<file path="src/hw/rtl/aards_pkg.sv">
// Shared constants, register indexes and helpers of the area-average downscaler.
// No dependencies.
package aards_pkg;
  localparam int CFG_W         = 13;
  localparam int CFG_IDX_W     = 3;
  localparam int PIX_W         = 8;
  localparam int SRC_W_LIM_DEF = 4096;
  localparam int SRC_H_LIM_DEF = 4096;

  localparam logic [CFG_IDX_W-1:0] REG_SRC_W = 3'd0;
  localparam logic [CFG_IDX_W-1:0] REG_SRC_H = 3'd1;
  localparam logic [CFG_IDX_W-1:0] REG_DST_W = 3'd2;
  localparam logic [CFG_IDX_W-1:0] REG_DST_H = 3'd3;

  // Limit a size register to 1..max
  function automatic logic [CFG_W-1:0] clamp_size(input logic [CFG_W-1:0] v, input int max);
    logic [CFG_W-1:0] r;
    r = v;
    if (v == '0) r = CFG_W'(1);
    else if (int'(v) > max) r = CFG_W'(max);
    return r;
  endfunction
endpackage

</file>
<file path="src/hw/rtl/aards_div.sv">
// Restoring divider: three channels of (2*sum + area) / (2*area), one quotient bit a cycle.
// Uses aards_pkg.
module aards_div #(
  parameter int ACC_W  = 32,
  parameter int AREA_W = 26
) (
  input  logic                         clk,
  input  logic                         rst,
  input  logic                         start,
  input  logic [3*ACC_W-1:0]           sums,
  input  logic [AREA_W-1:0]            area,
  output logic                         done,
  output logic [3*aards_pkg::PIX_W-1:0] quot
);
  import aards_pkg::*;

  localparam int DW = ACC_W + AREA_W + 10;

  logic [DW-1:0]    rem [3];
  logic [DW-1:0]    dsh;
  logic [PIX_W-1:0] q   [3];
  logic [2:0]       sat;
  logic [2:0]       cnt;
  logic             busy;
  logic [DW-1:0]    num [3];
  logic [DW-1:0]    den8;

  // numerators and the full-scale divisor at start
  always_comb begin
    den8 = DW'(area) << 9;
    for (int c = 0; c < 3; c++) begin
      num[c] = (DW'(sums[c*ACC_W +: ACC_W]) << 1) + DW'(area);
    end
  end

  // control
  always_ff @(posedge clk) begin
    if (rst) begin
      busy <= 1'b0;
      done <= 1'b0;
      cnt  <= '0;
    end else begin
      done <= 1'b0;
      if (start) begin
        busy <= 1'b1;
        cnt  <= 3'd7;
      end else if (busy) begin
        cnt <= cnt - 3'd1;
        if (cnt == 3'd0) begin
          busy <= 1'b0;
          done <= 1'b1;
        end
      end
    end
  end

  // datapath
  always_ff @(posedge clk) begin
    if (start) begin
      dsh <= DW'(area) << 8;
      for (int c = 0; c < 3; c++) begin
        rem[c] <= num[c];
        q[c]   <= '0;
        sat[c] <= num[c] >= den8;
      end
    end else if (busy) begin
      dsh <= dsh >> 1;
      for (int c = 0; c < 3; c++) begin
        if (rem[c] >= dsh) begin
          rem[c] <= rem[c] - dsh;
          q[c]   <= {q[c][PIX_W-2:0], 1'b1};
        end else begin
          q[c] <= {q[c][PIX_W-2:0], 1'b0};
        end
      end
    end
  end

  always_comb begin
    for (int c = 0; c < 3; c++) begin
      quot[c*PIX_W +: PIX_W] = sat[c] ? {PIX_W{1'b1}} : q[c];
    end
  end
endmodule

</file>
<file path="config.mk">
export PLATFORM = sky130hd
export DESIGN_NAME = aards_div
export DESIGN_NICKNAME = d
export VERILOG_FILES = /design/src/hw/rtl/aards_pkg.sv /design/src/hw/rtl/aards_div.sv
export SDC_FILE = /design/constraint.sdc
export NUM_CORES = 1
export LEC_CHECK = 0
export BUFFER_PORTS_ARGS = -buffer_cell sky130_fd_sc_hd__clkbuf_2
export CAP_MARGIN = 20
export CORE_MARGIN = 3
export CORE_UTILIZATION = 48
export CTS_CLUSTER_DIAMETER = 60
export DETAILED_ROUTE_END_ITERATION = 10
export PLACE_DENSITY = 0.71
export RECOVER_POWER = 100
export SKIP_LAST_GASP = 1
export SLEW_MARGIN = 40
export SYNTH_ARGS = -nofsm -noshare
export SYNTH_HDL_FRONTEND = slang
export SYNTH_SLANG_ARGS = --single-unit
</file>
<file path="constraint.sdc">
create_clock -name clk -period 13.3 [get_ports clk]
set_input_delay 1.33 -clock clk [delete_from_list [all_inputs] [get_ports clk]]
set_output_delay 1.33 -clock clk [all_outputs]
set_load 0.02 [all_outputs]
</file>
==> Word-level counts from Yosys, hierarchy flattened <==
Memory sizes are Yosys's and may differ from the RTL's.
Index checks and enable logic that the tools add are counted.
{ "op_classes": {"n_addsub": 7, "mul": 0, "div_mod_pow": 0, "n_lt_le_gt_ge": 6, "eq_ne": 0, "shifts": 0, "mux": 46, "n_bitwise": 10, "n_reduce_logical": 3} }
{ "op_table": {"columns": ["cell", "n"], "rows": [
  ["68-bit by 34-bit >= comparator with 1-bit output", 3],
  ["68-bit two-way mux", 3],
  ["68-bit by 34-bit subtractor with 68-bit output", 3],
  ["34-bit by 35-bit >= comparator with 1-bit output", 3],
  ["33-bit by 26-bit adder with 34-bit output", 3],
  ["8-bit two-way mux", 9],
  ["34-bit two-way mux", 2],
  ["1-bit two-way mux", 30],
  ["1-bit OR", 9],
  ["3-bit two-way mux", 2],
  ["3-bit logical NOT", 1],
  ["3-bit OR reduction", 1],
  ["3-bit by 1-bit subtractor with 3-bit output, second input constant", 1],
  ["2-bit nonzero test", 1],
  ["1-bit NOT", 1]
]} }
{ "totals": {"ff_bits": 42, "latch_bits": 0, "ramBits": 228, "rom_bits": 0, "in_bits": 125, "output_inout_bits": 25, "wordCells": 80, "memories": 2} }
{ "mem_list": {"columns": ["memory", "depth", "width", "rd", "rd_ports_with_merged_regs", "write_ports", "line", "text"], "rows": [
  ["rem", 3, 68, 3, 0, 3, "aards_div.sv:19", "logic [DW-1:0] rem [3];"],
  ["q", 3, 8, 3, 0, 3, "aards_div.sv:21", "logic [PIX_W-1:0] q [3];"]
]} }

==> Logic depth before layout (Yosys ltp) <==
An unclocked memory read counts as a cell.
{ "logic_depth": {"ltp_word": 8, "depth_mapped": 23, "ltp_nobuf": 23} }

==> Worst setup path after synthesis <==
No wires, ideal clock.
{ "synth_path": {"kind": "input to register", "start": "input area[1]", "end": "register sat[0], data pin", "setup_time_ns": 0.268, "t_arrival_ns": 4.971, "required_time_ns": 13.032, "slack_ns": 8.062, "stages": 19, "n_path_buf": 0, "path_cell_list": "ha_1 fa_1 a211oi_1 o21ai_0 a31oi_1 nor3_1 a2111oi_0 o21ai_0 a21o_1 a21oi_1 xnor2_1 ha_1 nand4_1 nor2_1 nor2_1 a21oi_1 o31a_1 a311oi_1 o21ai_0"} }
{ "synth_via": {"elab_chain_len": 2} }
{ "synth_rtl": {"columns": ["item", "line", "text"], "rows": [
  ["from (decl)", "aards_div.sv:11", "input logic [AREA_W-1:0] area,"],
  ["33-bit by 26-bit adder with 34-bit output", "aards_div.sv:32", "num[c] = (DW'(sums[c*ACC_W +: ACC_W]) << 1) + DW'(area);"],
  ["34-bit by 35-bit >= comparator with 1-bit output *", "aards_div.sv:64", "sat[c] <= num[c] >= den8;"],
  ["to (signal, indexed assignment)", "aards_div.sv:64", null],
  ["to (decl)", "aards_div.sv:22", "logic [2:0] sat;"]
]} }
Every way passes the cells marked *; elsewhere a longest branch is shown, timed or not.
A chain may end at the register's enable or synchronous reset.

==> results <==
- Buffers inserted during clock tree synthesis total 35.
- For this configuration, the core starts out at a cell density of 0.491.
- The minimum clock period after layout is 8.83 ns.
- Entering global routing, the biggest net connects 74 pins.
- 150 I/O pins were placed.
- Dividing total power by cell area gives a power density of 153 mW/mm^2.
- The buffer depth of the longest clock path is 3.
- After detailed routing, the average wire length per cell comes to 21.7 um.
- The insertion delay of the later-clocked pin in the worst-skew pair is 0.55 ns.
- The estimated wirelength of the detail-placed design is 60.5 mm.
- The wire length of the first global-routing pass is 118 mm.
- Clock-pin slew was measured on the worst setup and hold paths at 0.06 ns.
- The tightest min-delay check is of the flip-flop to flip-flop type.
- The critical path class is flip-flop to flip-flop.
- In this run, synthesis inferred 256 flip-flops with an integrated enable.
- The worst register-to-register path begins at busy.
- The total vias in the final route is 21,900.
- The count of cells resized by post-cts repair is 0.
- The worst hold slack is 0.494 ns.
- The hold violation count in the final report is 0.
- Global routing finished with a remaining overflow of 0.
- The CTS tree is built.
- The average footprint of a synthesized cell is 8.80 um^2.
- The critical path arrival is 9.07 ns.
- The detailed-route DRC error count is 0.
- The max-slew violation total from the final report was 558.
- In this run the standard cell core region covers 0.0495 mm^2.
- For this run, the detailed router's first-pass iteration total came to 5.
- The number of failing setup endpoints in the final timing report is 0.
- The cell count after placement is 3,503.
- The post-synthesis cell count is 2,761.
- From bottom edge to top edge, the die measures 231 um.
- The leakage dissipation is 11.0 nW.
- In the final timing run, aggregate negative setup slack is 0 ns.
- Synthesis produced a netlist with a net count of 3,146.
- Timing would allow up to 0.113 GHz.
- Buffers placed on the I/O ports in this run total 149.
- The routed wire length is 77.4 mm.
- Max-cap violations in this run came to 12.
- In the final layout, the share of cells above drive strength 1 is 0.0848.
- The headroom to the max-slew limit is -1.45.
- The worst register-to-register path has a depth of 8.
- The checks that failed: max-capacitance violations, max-slew violations.
- In this run the remaining antenna-violating nets after routing total 0.
- For this run, the leading register cell type out of synthesis is sky130_fd_sc_hd__edfxtp_1.
- After detailed routing, the number of vias per cell comes to 6.15.
- The post-synthesis register bit count is 270.
- The count of nets after finishing is 3,261.
- For the pin with the worst max-slew slack, the measured transition is 3.67 ns.
- The clock root buffer is sky130_fd_sc_hd__clkbuf_16.
- The reg-to-reg endpoint is rem[0][29].
- The number of antenna violations at the first check in global routing is 1.
- The capturing element type of the critical path is a flip-flop.
- The site row count is 81.
- At the end of the flow the core is filled with cells to 0.539.
- Setup repair after global routing left no endpoint under its margin.
- STA classifies the critical path startpoint as a flip-flop.
- Across every metal layer, demand over resource in global routing totals 0.283.
- In this run the worst path has a maximum fanout of 73.
- The clock tree synthesis step divided the H-tree into 2 levels.
- For this run, the register share of the synthesized area comes to 0.328.
- The hold-critical path depth is 2.
- Dividing the final minimum period by the clock period gives 0.664.
- The count of hold-fix buffers inserted at cts is 0.
- The die covers 0.0534 mm^2.
- For this run, the number of Yosys warnings is 0.
- The CTS sink count is 270.
- Across the routed clock network, the largest skew measured is 0.0174 ns.
- The count of cell types in the netlist is 78.
- The x dimension of the die is 231 um.
- After clock tree synthesis, the setup repair step added 0 buffers.
- The startpoint identified for the worst hold timing path is q[2][0].
- The async set-reset flop share out of synthesis is 0.
- The area growth from synthesis to layout is 9.67%.
- The last weighted congestion value of the routability-driven placer is 1.02.
- The worst register-to-register path has a setup slack of 4.47 ns.
- The flow ran to the end, but the final reports show violations.
- The number of global-route vias before repair came to 21,000.
- The total standard cell area after synthesis is 0.0243 mm^2.
- The data required time of the critical path is 13.54 ns.
- The maximum resistive drop on vdd is 0.0997 mV.
- Once layout is complete, the cells apart from fillers number 3,567.
- After the first detailed-routing iteration, the DRC count stood at 2,814.
- The path with the worst hold slack has its endpoint at q[2][0].
-- sequential cells by signal, summed over array words and instances, names as in the netlist --
register,flops
busy,1
cnt,3
sat,3
rem,204
q,24
done,1
dsh,34
-- cell families (layout without fill, tap and decap cells) --
| family | count (synthesis) | in the layout | synth area share |
|---|---|---|---|
| muxes | 29 | 29 | 0.0128 |
| DFF | 270 | 270 | 0.328 |
| buffers and inverters | 209 | 350 | 0.0368 |
| and+or+nand+nor | 961 | 961 | 0.194 |
| xor gates and xnor gates | 259 | 259 | 0.0933 |
| AOI/OAI and AO/OA | 773 | 773 | 0.199 |
| other | 0 | 1 | 0 |
| adders and majority gates | 260 | 260 | 0.136 |
-- final cells by class --
| cell class | count | area (um^2) |
|---|---|---|
| Fill cell | 4641 | 22800 |
| Multi-Input combinational cell | 2282 | 15400 |
| Sequential cell | 270 | 7970 |
| Clock buffer | 42 | 968 |
| Tap cell | 664 | 831 |
| Timing Repair Buffer | 163 | 772 |
| Inverter | 124 | 465 |
| Clock inverter | 21 | 201 |
| Antenna cell | 1 | 2.50 |
-- through the flow --
stage               total power [mW]  setup WS, ns  cell area, um^2
floorplan                       2.53          8.06            24300
global placement                3.02          7.25            25600
detailed placement              3.05          7.17            25600
CTS                             4.04          7.72            26800
global route                    4.31          3.94            26700
finish                          4.08          4.47            26700
-- Yosys cell counts, drive strengths merged, types with 58 or more instances --
master | count | share of area
a21o | 108 | 0.033
nand3 | 58 | 0.012
a21oi | 257 | 0.053
nor2 | 286 | 0.044
inv | 124 | 0.019
nor3 | 58 | 0.012
o21ai | 172 | 0.035
ha | 254 | 0.13
edfxtp | 256 | 0.32
nand2 | 224 | 0.035
xnor2 | 150 | 0.054
xor2 | 109 | 0.039
-- critical path: stages (launching register included) --
cell and delay (ns):
sky130_fd_sc_hd__dfxtp_1 0.30, sky130_fd_sc_hd__clkbuf_1 1.68, sky130_fd_sc_hd__nand2b_1 0.93, sky130_fd_sc_hd__o2bb2ai_1 0.66, sky130_fd_sc_hd__nor3_1 0.13, sky130_fd_sc_hd__nand2_1 0.84, sky130_fd_sc_hd__clkbuf_1 2.63, sky130_fd_sc_hd__buf_4 0.82
sky130_fd_sc_hd__mux2_1 0.50
-- worst max path at each step --
stage             from         end  slack (ns)  cells past startpoint
2_1_floorplan  area[1]      sat[0]        8.06                     19
3_3_place_gp   area[1]      sat[0]        7.25                     23
3_5_place_dp   area[2]      sat[1]        7.17                     22
4_1_cts        area[2]      sat[1]        7.72                     22
5_1_grt           busy  rem[0][31]        3.94                      8
6_report          busy  rem[0][29]        4.47                      8
-- power by group --
part	internal (mW)	switching (mW)
Combinational	0.709	1.21
Clock	0.582	0.391
Sequential	1.12	0.0771
-- metal layers --
layer	GRT usage	vias to the layer above	routed length, um
met3	0.0514	146	7420
met4	0.0874	0	2440
li1	-	10400	-
met5	0	-	0
met1	0.413	10400	34600
met2	0.426	1043	32900
-- layout by cell type, fill, tap and decap left out, drive strengths merged, types with 36 or more instances in the layout --
master  Yosys  routed
or2        37      37
inv       124     129
xor2      109     109
a21o      108     108
o21ai     172     172
ha        254     254
nor2      286     286
nor3       58      58
nand2b     47      47
clkbuf     50     203
nor4       36      36
nand4      45      45
nand2     224     224
a21oi     257     257
nand3      58      58
edfxtp    256     256
xnor2     150     150
(Power assumes the default switching activity.)
