--- src/hw/rtl/aards_ram.sv ---
// Generic single-port-write, single-port-read RAM with registered read data.
// No dependencies.
module aards_ram #(
  parameter int WIDTH = 8,
  parameter int DEPTH = 16
) (
  input  logic                     clk,
  input  logic                     we,
  input  logic [$clog2(DEPTH)-1:0] waddr,
  input  logic [WIDTH-1:0]         wdata,
  input  logic [$clog2(DEPTH)-1:0] raddr,
  output logic [WIDTH-1:0]         rdata
);
  logic [WIDTH-1:0] mem [DEPTH];

  always_ff @(posedge clk) begin
    if (we) begin
      mem[waddr] <= wdata;
    end
    rdata <= mem[raddr];
  end
endmodule

--- config.mk ---
export PLATFORM = sky130hd
export DESIGN_NAME = aards_ram
export DESIGN_NICKNAME = d
export VERILOG_FILES = /design/src/hw/rtl/aards_ram.sv
export SDC_FILE = /design/constraint.sdc
export NUM_CORES = 1
export LEC_CHECK = 0
export ABC_AREA = 1
export BUFFER_PORTS_ARGS = -buffer_cell sky130_fd_sc_hd__buf_4
export CAP_MARGIN = 20
export CORE_UTILIZATION = 29
export CTS_CLUSTER_SIZE = 28
export DETAILED_ROUTE_END_ITERATION = 12
export PLACE_DENSITY = 0.45
export SLEW_MARGIN = 20
export SYNTH_ARGS = -nofsm -noshare
export SYNTH_HDL_FRONTEND = slang
export SYNTH_SLANG_ARGS = --single-unit
--- constraint.sdc ---
create_clock -name clk -period 2.9 [get_ports clk]
set_input_delay 0.145 -clock clk [delete_from_list [all_inputs] [get_ports clk]]
set_output_delay 0.145 -clock clk [all_outputs]
set_load 0.01 [all_outputs]
## Yosys cells after proc, flatten, opt, wreduce, memory -nomap -nowiden

Memories as Yosys holds them, arrays and structs flattened. A register that Yosys moved wholly into a read port is not among the register bits.
Index checks and enable logic that the tools add are counted.

| operators by class | value |
|---|---|
| mux-type cells | 2 |

Operator list:

| cell | number |
|---|---|
| two-way mux 1 bit | 2 |

| word-level totals | value |
|---|---|
| memories | 1 |
| flip-flop bits (word level) | 0 |
| memory bits (writable) | 128 |
| output and inout bits | 8 |

Memory list:

| name | words | bits a word | rd ports | clocked after Yosys merged registers in | wr ports | RTL line | text |
|---|---|---|---|---|---|---|---|
| mem | 16 | 8 | 1 | 1 | 1 | 14 | `logic [WIDTH-1:0] mem [DEPTH];` |

## Depth between registers and ports, before layout

Gate-level depths: netlist of run 1.

| logic depth | value |
|---|---|
| depth after elaboration | 2 |
| depth in mapped cells | 8 |
| gate-level depth less buffers | 7 |

## Worst setup path before layout of run 1

OpenSTA, ideal clock, no wires.

| path | value |
|---|---|
| path kind | input to register |
| start | input port waddr[2] |
| end | memory mem[10][0], enable pin |
| setup time | 0.370 ns |
| stages | 2 |
| data arrival time | 0.726 ns |
| slack | 1.804 ns |
| cell sequence | nand3b_1 -> nor2_1 |

RTL lines:

| item | RTL line | text |
|---|---|---|
| start: declaration | 9 | `input logic [$clog2(DEPTH)-1:0] waddr,` |
| end: declaration | 14 |  |

Straight into the memory's write port.

==> results of run 1 <==
## synthesized netlist by cell type
cell / number
edfxtp_1: 128
buf_6: 6
inv_2: 2
nor2_1: 17
buf_2: 13
buf_4: 4
nand2_1: 173
nand3b_1: 2
dfxtp_1: 8
inv_1: 100
nand3_1: 97
buf_1: 1
## cell type report
cell class                 instances  area (sq um)
fill                            1957         12700
inverter                         102           383
multi-input combinational        289          1210
clock inverter                     9           120
sequential                       136          4000
tap                              265           332
timing repair buffer              28           210
clock buffer                      23           488
## worst reg2reg max path: stages (launching register included)
cell      delay [ns]
edfxtp_1        0.36
inv_1           0.06
nand2_1         0.05
nand3_1         0.12
nand3_1         0.09
nand3_1         0.17
nand2_1         0.09
## cells by family after synthesis
logic type             Yosys count  synth area share
buffers and inverters          126            0.0952
flip-flops                     136             0.694
AND/OR/NAND/NOR                289             0.210
## routing by layer
layer	vias to the layer above	global-route usage
met5	-	0
met4	0	0.0673
met3	21	0.0288
met2	74	0.237
met1	1746	0.184
li1	1815	-
## sequential cells by signal, indices dropped and copies added (netlist names)
| signal | flops |
|---|---|
| mem | 128 |
| rdata | 8 |
## through the flow
| stage | utilization | total power, mW |
|---|---|---|
| final | 0.347 | 4.70 |
| after detailed placement | 0.316 | 2.53 |
| after floorplan | - | 2.41 |
| after global routing | 0.347 | 4.85 |
| after global placement | 0.316 | 2.53 |
| after CTS | 0.347 | 4.73 |
## worst max-delay path by stage
stage	from	endpoint	slack, ns	cells past startpoint
floorplan	waddr[2]	mem[10][0]$_DFFE_PP_	1.80	2
global placement	raddr[0]	rdata[4]$_DFF_P_	1.14	8
detailed placement	raddr[0]	rdata[4]$_DFF_P_	1.16	8
CTS	raddr[0]	rdata[4]$_DFF_P_	1.60	8
global route	raddr[0]	rdata[4]$_DFF_P_	1.43	8
finish	raddr[0]	rdata[5]$_DFF_P_	1.58	8
## where the power goes
part / internal, mW / total (mW) / switching (mW)
logic: 0.0838 / 0.273 / 0.189
clock network: 1.43 / 2.21 / 0.778
registers: 2.20 / 2.21 / 0.0142
==> flow_summary.rst, run 1 <==
.. list-table::
   :header-rows: 1

   * - Metric
     - Value
   * - DRC errors left
     - 0
   * - Count of final setup violators
     - 0
   * - Share of cells above drive strength 1
     - 0.102
   * - Buffers added on ports
     - 25
   * - Post-synth design cell area
     - ~5800 sq um
   * - CTS tree
     - yes
   * - Number of nets in the finished design
     - 592
   * - Post-CTS Resized
     - 0
   * - Tot GR Track Use
     - 0.145
   * - Floorplan die height
     - ~140 microns
   * - Post-route met1 wirelength
     - just over 6 mm
   * - Total gr overflow
     - 0
   * - Slowest CP cell
     - inv_2
   * - Detail-routed net length per standard cell
     - around 16 microns
   * - Detailed route wirelength on metal2
     - ~6.6 mm
   * - Largest delay contributor family on the critical path
     - buffers and inverters
   * - Total count of max-transition violations in the final report
     - 0
   * - Worst-case clock skew
     - ~0.0056 ns
   * - Number of placed instances with taps included
     - 820
   * - Number of warnings printed during yosys synthesis
     - 0
   * - Share of the yosys chip area belonging to registers
     - 0.694
   * - CTS hold repair buffers
     - 0
   * - Remaining antenna violation count
     - 0
   * - Commonest cells after routing, fill and taps aside
     - nand2_1, edfxtp_1, inv_1, nand3_1, buf_4
   * - Startpoint of the worst hold path
     - raddr[3]
   * - Number of DRC markers in iteration 0
     - roughly 200
   * - Drt pass-1 iters
     - 4
   * - Maximum Capacitance Violations
     - 0
   * - Post-layout instance count excluding filler cells
     - 852
   * - Clock slew seen by the registers of the worst setup and hold paths
     - about 0.060 ns
   * - Most common cell after layout, fill and taps aside
     - nand2_1
   * - Final Cycle Share
     - 0.456
   * - Core outline area
     - between 15000 and 20000 sq um
   * - Final min period
     - approximately 1.3 ns
   * - Total inserted antenna cells
     - 0
   * - RSZ-0062 raised after global routing
     - no
   * - Setup slack of the most critical reg-to-reg path
     - 1.85 ns
   * - Depth of the CTS H-tree
     - 4
   * - Instance area at placement
     - 6140 sq um
   * - Maximum number of pins on one net before global-route repair
     - 65
   * - Endpoint of the worst register-to-register path
     - rdata[5]$_DFF_P_
   * - Worst Hold Margin
     - 0.0527 ns
   * - # rows
     - slightly above 50
   * - Num CTS Buffers
     - 17
   * - Worst setup SP type
     - primary input
   * - Crit path buf inv count
     - 3
   * - Capture endpoint of the worst hold path
     - rdata[2]$_DFF_P_
   * - Sum of met3 wire segment lengths after detailed routing
     - between 600 and 700 microns
   * - Slowest stage delay, CP
     - around 0.53 ns
   * - Netlist cell types
     - 12
   * - Fraction of synthesized cell area taken by the top area cell type
     - 0.667
   * - Count of pins on the block boundary
     - 26
   * - Via count of the routed design
     - 3656
   * - Number of setup buffers added after CTS
     - 0
   * - First-pass GRT wire length
     - about 21 mm
   * - Least-Margin Pin Slew
     - 0.950 ns
   * - Post-layout worst setup margin
     - 1.58 ns
   * - Power Density
     - between 600 and 700 nW/um^2
   * - Biggest area contributors in the synthesized netlist
     - edfxtp_1, nand2_1, nand3_1
   * - Die width
     - 143 microns
   * - Final weighted congestion of routability-driven global placement
     - ~0.80
   * - Most repeated library cell on the critical path
     - nand3_1
   * - Per-instance average area after synthesis
     - between 10 and 15 sq um
   * - Number of instances on the worst hold path
     - 3
   * - Wirelength, routed
     - approximately 14 mm
   * - RR Startpoint
     - mem[7][5]$_DFFE_PP_
   * - Critical path cell sequence
     - buf_4, inv_2, buf_4, nand2_1, nand3_1, nand3_1, nand3_1, nand2_1
   * - Critical-path maximum fanout
     - around 40
   * - Topmost layer with routed signal wires
     - met4
   * - Flip-flop and latch count after synthesis
     - between 100 and 150
   * - Count of clock tree sinks
     - approximately 140
   * - Post-route setup TNS
     - 0 ns
   * - Depth of the worst register-to-register path
     - 6
   * - Mapped Nets
     - 569
   * - Count of mapped cells out of synthesis
     - approximately 550
   * - Critical Path AT
     - about 1.6 ns
   * - Mean number of vias per cell
     - between 4 and 5
   * - Post-synthesis to final-layout area growth
     - 17.1%
   * - Cell leakage power
     - 2.86 nW
   * - Number of antenna violations at the first check in global routing
     - 0
   * - Detail Placement HPWL
     - around 8.4 mm
   * - Worst setup path class
     - in2reg
   * - Crit end category
     - register
   * - Clock insertion delay at the later pin of the skew report
     - around 0.4 ns
   * - Post-synth top area cell
     - edfxtp_1
   * - Hold crit path type
     - in2reg
   * - Status
     - finished, final reports clean
   * - Post-Layout Inst Area
     - between 6000 and 7000 sq um
   * - Full die area
     - roughly 20000 sq um
   * - Number of global-route vias before repair
     - 3567
   * - Maximum vdd ir drop
     - 306 uV
   * - Initial core utilization
     - 0.296
   * - Maximum number of buffers from clock root to sink
     - 2
   * - Max transition margin
     - 0.364
   * - Root buf cell
     - clkbuf_16
   * - Max frequency
     - approximately 0.76 GHz
   * - Final Hold Viols
     - 0
   * - Place WS
     - 1.16 ns
   * - Required time of the critical path
     - between 3 and 4 ns
No activity file was read; power rests on OpenSTA's default activity.
==> run 2, diff against run 1 <==
==> constraint.sdc (replaced) <==
create_clock -name clk -period 1.25 [get_ports clk]
set_input_delay 0.0625 -clock clk [delete_from_list [all_inputs] [get_ports clk]]
set_output_delay 0.0625 -clock clk [all_outputs]
set_load 0.01 [all_outputs]
==> flow_summary.rst, run 2 (synthesized netlist as in run 1, its figures left out) <==
.. list-table::
   :header-rows: 1

   * - Metric
     - Value
   * - Status
     - finished, final reports clean
   * - Crit end category
     - register
   * - Least-Margin Pin Slew
     - 0.324 ns (-0.625 ns)
   * - Final weighted congestion of routability-driven global placement
     - 0.756 (-5.7%)
   * - Max transition margin
     - 0.784 (+0.419)
   * - Maximum Capacitance Violations
     - 0 (unchanged)
   * - Hold crit path type
     - in2reg
   * - Total inserted antenna cells
     - 0 (unchanged)
   * - Critical path cell sequence
     - inv_1, nand2_1, nand3_1, nand3_1, nand3_1, nand2_1
   * - Floorplan die height
     - 143 microns (unchanged)
   * - Detail Placement HPWL
     - 9.38 mm (+11%)
   * - Clock slew seen by the registers of the worst setup and hold paths
     - 0.06 ns (about the same)
   * - Sw Ratio
     - 0.214 (+0.00474)
   * - Number of antenna violations at the first check in global routing
     - 0 (unchanged)
   * - First-pass GRT wire length
     - 22.2 mm (+6.8%)
   * - Wirelength, routed
     - 14.3 mm (+4.6%)
   * - Worst setup SP type
     - register
   * - Instance area at placement
     - 6350 sq um (+3.4%)
   * - Cell leakage power
     - 2.99 nW (+4.6%)
   * - Worst setup path class
     - reg2reg
   * - Topmost layer with routed signal wires
     - met4
   * - CTS tree
     - yes
   * - Drt pass-1 iters
     - 4 (unchanged)
   * - Post-CTS Resized
     - 0 (unchanged)
   * - Count of final setup violators
     - 0 (unchanged)
   * - Post-Layout Inst Area
     - 7020 sq um (+4.0%)
   * - Mean number of vias per cell
     - 4.34 (+1.2%)
   * - Number of placed instances with taps included
     - 841 (+2.6%)
   * - Commonest cells after routing, fill and taps aside
     - nand2_1, edfxtp_1, inv_1, nand3_1, buf_4
   * - Count of clock tree sinks
     - 136 (unchanged)
   * - Worst Hold Margin
     - 0.00543 ns (-0.0472 ns)
   * - Detail-routed net length per standard cell
     - 16.3 microns (+1.8%)
   * - Remaining antenna violation count
     - 0 (unchanged)
   * - Flop pwr share
     - 0.455 (-0.016)
   * - Portion of total power attributed to combinational logic
     - 0.061 (+0.003)
   * - Critical Path AT
     - 1.35 ns (-0.27 ns)
   * - Sum of internal, switching and leakage power
     - 11.3 mW (+140%)
   * - Switching pwr
     - 2.41 mW (+150%)
   * - Initial core utilization
     - 0.296 (unchanged)
   * - Slowest CP cell
     - edfxtp_1
   * - Crit path buf inv count
     - 1 (-2)
   * - Sum of met3 wire segment lengths after detailed routing
     - 429 microns (-34%)
   * - Maximum number of pins on one net before global-route repair
     - 65 (unchanged)
   * - Source of the critical timing path
     - mem[8][2]$_DFFE_PP_
   * - Via count of the routed design
     - 3800 (+3.9%)
   * - Final min period
     - between 1 and 1.5 ns
   * - Clock insertion delay at the later pin of the skew report
     - 0.41 ns (about the same)
   * - Buffers added on ports
     - 25 (unchanged)
   * - Worst-case clock skew
     - 0.00771 ns (+0.00209 ns)
   * - Biggest regs
     - mem: 128 flops, rdata: 8 flops
   * - RR Startpoint
     - mem[8][2]$_DFFE_PP_
   * - Final Cycle Share
     - 0.837
   * - Slowest stage delay, CP
     - 0.38 ns (-0.15 ns)
   * - Relative contribution of the clock network to total power
     - 0.484 (+0.013)
   * - Number of nets in the finished design
     - 615 (+3.9%)
   * - Count of pins on the block boundary
     - 26 (unchanged)
   * - Max frequency
     - around 0.96 GHz
   * - Depth of the CTS H-tree
     - 4 (unchanged)
   * - Power Density
     - 1610 nW/um^2 (+130%)
   * - Required time of the critical path
     - 1.55 ns (-1.65 ns)
   * - Full die area
     - 20500 sq um (unchanged)
   * - Startpoint of the worst hold path
     - wdata[1]
   * - Num CTS Buffers
     - 17 (unchanged)
   * - DRC errors left
     - 0 (unchanged)
   * - Maximum number of buffers from clock root to sink
     - 2 (unchanged)
   * - RSZ-0062 raised after global routing
     - no
   * - Register containing the most flip-flops in the final layout
     - mem
   * - Post-synthesis to final-layout area growth
     - 21.8%
   * - Most repeated library cell on the critical path
     - nand3_1
   * - Share of cells above drive strength 1
     - 0.136 (+0.0339)
   * - Tot GR Track Use
     - 0.152 (+0.00694)
   * - Final Hold Viols
     - 0 (unchanged)
   * - Post-route setup TNS
     - 0 ns (unchanged)
   * - Total gr overflow
     - 0 (unchanged)
   * - Post-route met1 wirelength
     - 6.68 mm (+9.2%)
   * - Root buf cell
     - clkbuf_16
   * - Number of DRC markers in iteration 0
     - 231 (+15%)
   * - Most common cell after layout, fill and taps aside
     - nand2_1
   * - Internal power
     - 8.88 mW (+140%)
   * - Post-layout instance count excluding filler cells
     - 875 (+2.7%)
   * - Largest delay contributor family on the critical path
     - simple AND/OR/NAND/NOR gates
   * - Detailed route wirelength on metal2
     - 7.00 mm (+6.5%)
   * - Maximum vdd ir drop
     - 602 uV (+96%)
   * - Flip-flop count of the largest register, all copies and words added
     - 128 (unchanged)
   * - Core outline area
     - 19500 sq um (unchanged)
   * - Die width
     - 143 microns (unchanged)
   * - Number of global-route vias before repair
     - 3873 (+8.6%)
   * - Total count of max-transition violations in the final report
     - 0 (unchanged)
   * - Critical-path maximum fanout
     - 1 (-98%)
   * - # rows
     - 51 (unchanged)
run 2: cell count changes in the layout (fill, tap and decap cells not counted):
cell           previous run  this run
clkbuf_1                  2         0
dlygate4sd3_1             0         2
bufinv_16                 3         5
buf_4                    28        45
buf_12                    0         4
clkbuf_8                  4         0
clkinv_2                  6         1
clkinv_4                  0         4
clkinvlp_4                0         5
run 2: path summary, 6_finish.rpt:
| check | endpoint | slack [ns] | depth (start not counted) |
|---|---|---|---|
| max | rdata[2]$_DFF_P_ | 0.20 | 6 |
| min | mem[7][1]$_DFFE_PP_ | 0.005 | 1 |
| max reg2reg | rdata[2]$_DFF_P_ | 0.20 | 6 |
| min reg2reg | rdata[4]$_DFF_P_ | 0.68 | 6 |
run 2: metrics by stage:
step | utilization | setup slack (ns)
after global placement | 0.326 | 0.119
after global routing | 0.361 | 0.106
after detailed placement | 0.326 | 0.117
final | 0.361 | 0.203
after CTS | 0.361 | 0.211
after floorplan | - | 0.237
run 2: final cells by class:
class,count,area (sq um)
Clock buffer,17,425
Clock inverter,15,228
Fill cell,1930,12400
Inverter,102,383
Multi-Input combinational cell,289,1210
Sequential cell,136,4000
Tap cell,265,332
Timing Repair Buffer,51,438
run 2: power groups by stage:
stage	logic [mW]	clock network (mW)	registers [mW]
final	0.686	5.47	5.13
after global routing	0.768	5.76	5.14
after CTS	0.700	5.58	5.14
after floorplan	0.360	0	5.23
after detailed placement	0.692	0	5.23
after global placement	0.690	0	5.23
run 2: layer usage:
metal  GRT usage  vias to the layer above
li1            -                     1864
met1       0.195                     1854
met2       0.250                       68
met3      0.0262                       14
met4      0.0685                        0
met5           0                        -
run 2: what timing repair did:
action | CTS | global route
setup buffers | 0 | 0
endpoints found under the hold margin | 21 | 0
hold buffers | 2 | 0
==> run 3, diff against run 2 <==
==> constraint.sdc (replaced) <==
create_clock -name clk -period 1 [get_ports clk]
set_input_delay 0.05 -clock clk [delete_from_list [all_inputs] [get_ports clk]]
set_output_delay 0.05 -clock clk [all_outputs]
set_load 0.01 [all_outputs]
==> flow_summary.rst, run 3 (synthesized netlist as in run 1, its figures left out) <==
.. list-table::
   :header-rows: 1

   * - Metric
     - Value
   * - Total inserted antenna cells
     - 0 (unchanged)
   * - Worst-case clock skew
     - 0.00443 ns (-0.00329 ns)
   * - Full die area
     - 20500 sq um (unchanged)
   * - Number of nets in the finished design
     - 631 (+2.6%)
   * - Via count of the routed design
     - 3859 (+1.6%)
   * - Wirelength, routed
     - 13.8 mm (-3.8%)
   * - CTS tree
     - yes
   * - Die width
     - 143 microns (unchanged)
   * - Floorplan die height
     - 143 microns (unchanged)
   * - Final Cycle Share
     - 0.990
   * - Count of final setup violators
     - 0 (unchanged)
   * - Final-layout fill cell count
     - 1906 (-1.2%)
   * - Post-layout instance count excluding filler cells
     - 890 (+1.7%)
   * - Commonest cells after routing, fill and taps aside
     - nand2_1, edfxtp_1, inv_1, nand3_1, buf_4
   * - Detail Placement HPWL
     - 9.17 mm (-2.2%)
   * - Biggest regs
     - mem: 128 flops, rdata: 8 flops
   * - Maximum Capacitance Violations
     - 0 (unchanged)
   * - Slowest stage delay, CP
     - 0.38 ns (about the same)
   * - Count of pins on the block boundary
     - 26 (unchanged)
   * - Place WS
     - -0.270 ns (-0.387 ns)
   * - RSZ-0062 raised after global routing
     - yes
   * - Total gr overflow
     - 0 (unchanged)
   * - Mean number of vias per cell
     - 4.34 (-0.16%)
   * - # rows
     - 51 (unchanged)
   * - Status
     - finished, final reports clean
   * - Final Hold Viols
     - 0 (unchanged)
   * - Maximum number of pins on one net before global-route repair
     - 65 (unchanged)
   * - Num CTS Buffers
     - 17 (unchanged)
   * - Clock slew seen by the registers of the worst setup and hold paths
     - 0.05 ns (about the same)
   * - Critical path cell sequence
     - buf_4
   * - Depth of the CTS H-tree
     - 4 (unchanged)
   * - Setup slack of the most critical reg-to-reg path
     - 0.05 ns (-0.15 ns)
   * - Worst setup SP type
     - register
   * - Sum of internal, switching and leakage power
     - 13.2 mW (+17%)
   * - Total count of max-transition violations in the final report
     - 0 (unchanged)
   * - Hold crit path type
     - in2reg
   * - Least-Margin Pin Slew
     - 0.402 ns (+0.0779 ns)
   * - Remaining antenna violation count
     - 0 (unchanged)
   * - Tot GR Track Use
     - 0.147 (-0.00469)
   * - Crit end category
     - output pin
   * - Buffers added on ports
     - 25 (unchanged)
   * - Flip-flop count of the largest register, all copies and words added
     - 128 (unchanged)
   * - Critical-path maximum fanout
     - 1 (unchanged)
   * - Initial core utilization
     - 0.296 (unchanged)
   * - Drt pass-1 iters
     - 5 (+1)
   * - Clock insertion delay at the later pin of the skew report
     - 0.41 ns (about the same)
   * - Max frequency
     - roughly 1.0 GHz
   * - Maximum number of buffers from clock root to sink
     - 2 (unchanged)
   * - Number of global-route vias before repair
     - 3772 (-2.6%)
   * - First-pass GRT wire length
     - 21.4 mm (-3.9%)
   * - Root buf cell
     - clkbuf_16
   * - Final weighted congestion of routability-driven global placement
     - 0.782 (+3.4%)
   * - Number of placed instances with taps included
     - 852 (+1.3%)
   * - Core outline area
     - 19500 sq um (unchanged)
   * - Crit path buf inv count
     - 1 (unchanged)
   * - Slowest CP cell
     - dfxtp_1
   * - Utilization after layout
     - 0.370 (+0.00919)
   * - Largest delay contributor family on the critical path
     - flip-flops
   * - Instance area at placement
     - 6460 sq um (+1.7%)
   * - Number of antenna violations at the first check in global routing
     - 0 (unchanged)
   * - Worst Hold Margin
     - 0.0117 ns (+0.00626 ns)
   * - Maximum vdd ir drop
     - 845 uV (+40%)
   * - Number of DRC markers in iteration 0
     - 272 (+18%)
   * - Power Density
     - 1830 nW/um^2 (+14%)
   * - Post-route setup TNS
     - 0 ns (unchanged)
   * - Critical Path AT
     - 0.94 ns (-0.41 ns)
   * - Max transition margin
     - 0.731 (-0.0527)
   * - Post-Layout Inst Area
     - 7200 sq um (+2.5%)
   * - Detail-routed net length per standard cell
     - 15.5 microns (-5.4%)
   * - Required time of the critical path
     - 0.95 ns (-0.60 ns)
   * - Most common cell after layout, fill and taps aside
     - nand2_1
   * - Post-synthesis to final-layout area growth
     - 24.9%
   * - Post-layout worst setup margin
     - 0.00992 ns (-0.193 ns)
   * - DRC errors left
     - 0 (unchanged)
   * - Final min period
     - around 0.99 ns
   * - Cell leakage power
     - 3.08 nW (+3.1%)
   * - Count of clock tree sinks
     - 136 (unchanged)
   * - Share of cells above drive strength 1
     - 0.184 (+0.0479)
   * - Worst setup path class
     - reg2out
   * - Register containing the most flip-flops in the final layout
     - mem
run 3: changes by cell type in the layout (fill, tap and decap cells not counted), moves of 3 or more:
cell / previous run / this run
buf_4: 45 / 54
bufinv_16: 5 / 2
clkbuf_1: 0 / 4
clkinv_4: 4 / 0
dlygate4sd3_1: 2 / 7
nand2_1: 173 / 170
nand2_2: 0 / 3
nand3_1: 97 / 73
nand3_2: 0 / 24
run 3: layout make-up:
cell class / instances / area [sq um] / area share
clock buffer: 21 / 440 / 0.0612
clock inverter: 10 / 105 / 0.0146
inverter: 102 / 383 / 0.0532
multi-input combinational: 289 / 1340 / 0.186
sequential: 136 / 4010 / 0.556
tap: 265 / 332 / 0.0460
timing repair buffer: 67 / 596 / 0.0827
run 3: power breakdown:
group	leakage [nW]	internal [mW]	switching, mW
Clock	0.258	3.62	2.20
Sequential	1.22	6.38	0.0437
Combinational	1.60	0.358	0.585
Total	3.08	10.3	2.83
run 3: worst paths after layout:
path	from	cells after the start	endpoint
hold reg to reg	mem[10][6]$_DFFE_PP_	6	rdata[6]$_DFF_P_
hold / removal	wdata[6]	1	mem[2][6]$_DFFE_PP_
setup / recovery	rdata[2]$_DFF_P_	1	rdata[2]
setup reg to reg	mem[1][7]$_DFFE_PP_	6	rdata[7]$_DFF_P_
run 3: metal layers:
metal / track usage / up-vias / part of all wire
li1: - / 1897 / -
met1: 0.186 / 1849 / 0.46
met2: 0.237 / 90 / 0.48
met3: 0.0255 / 23 / 0.033
met4: 0.0838 / 0 / 0.026
met5: 0 / - / 0
run 3: repair_timing:
item                                    CTS  global route
endpoints found under the setup margin    2             8
hold buffers                              7             0
pin swaps                                 0             6
resized for setup                         2            26
setup buffers                             0             0
endpoints found under the hold margin   106             0
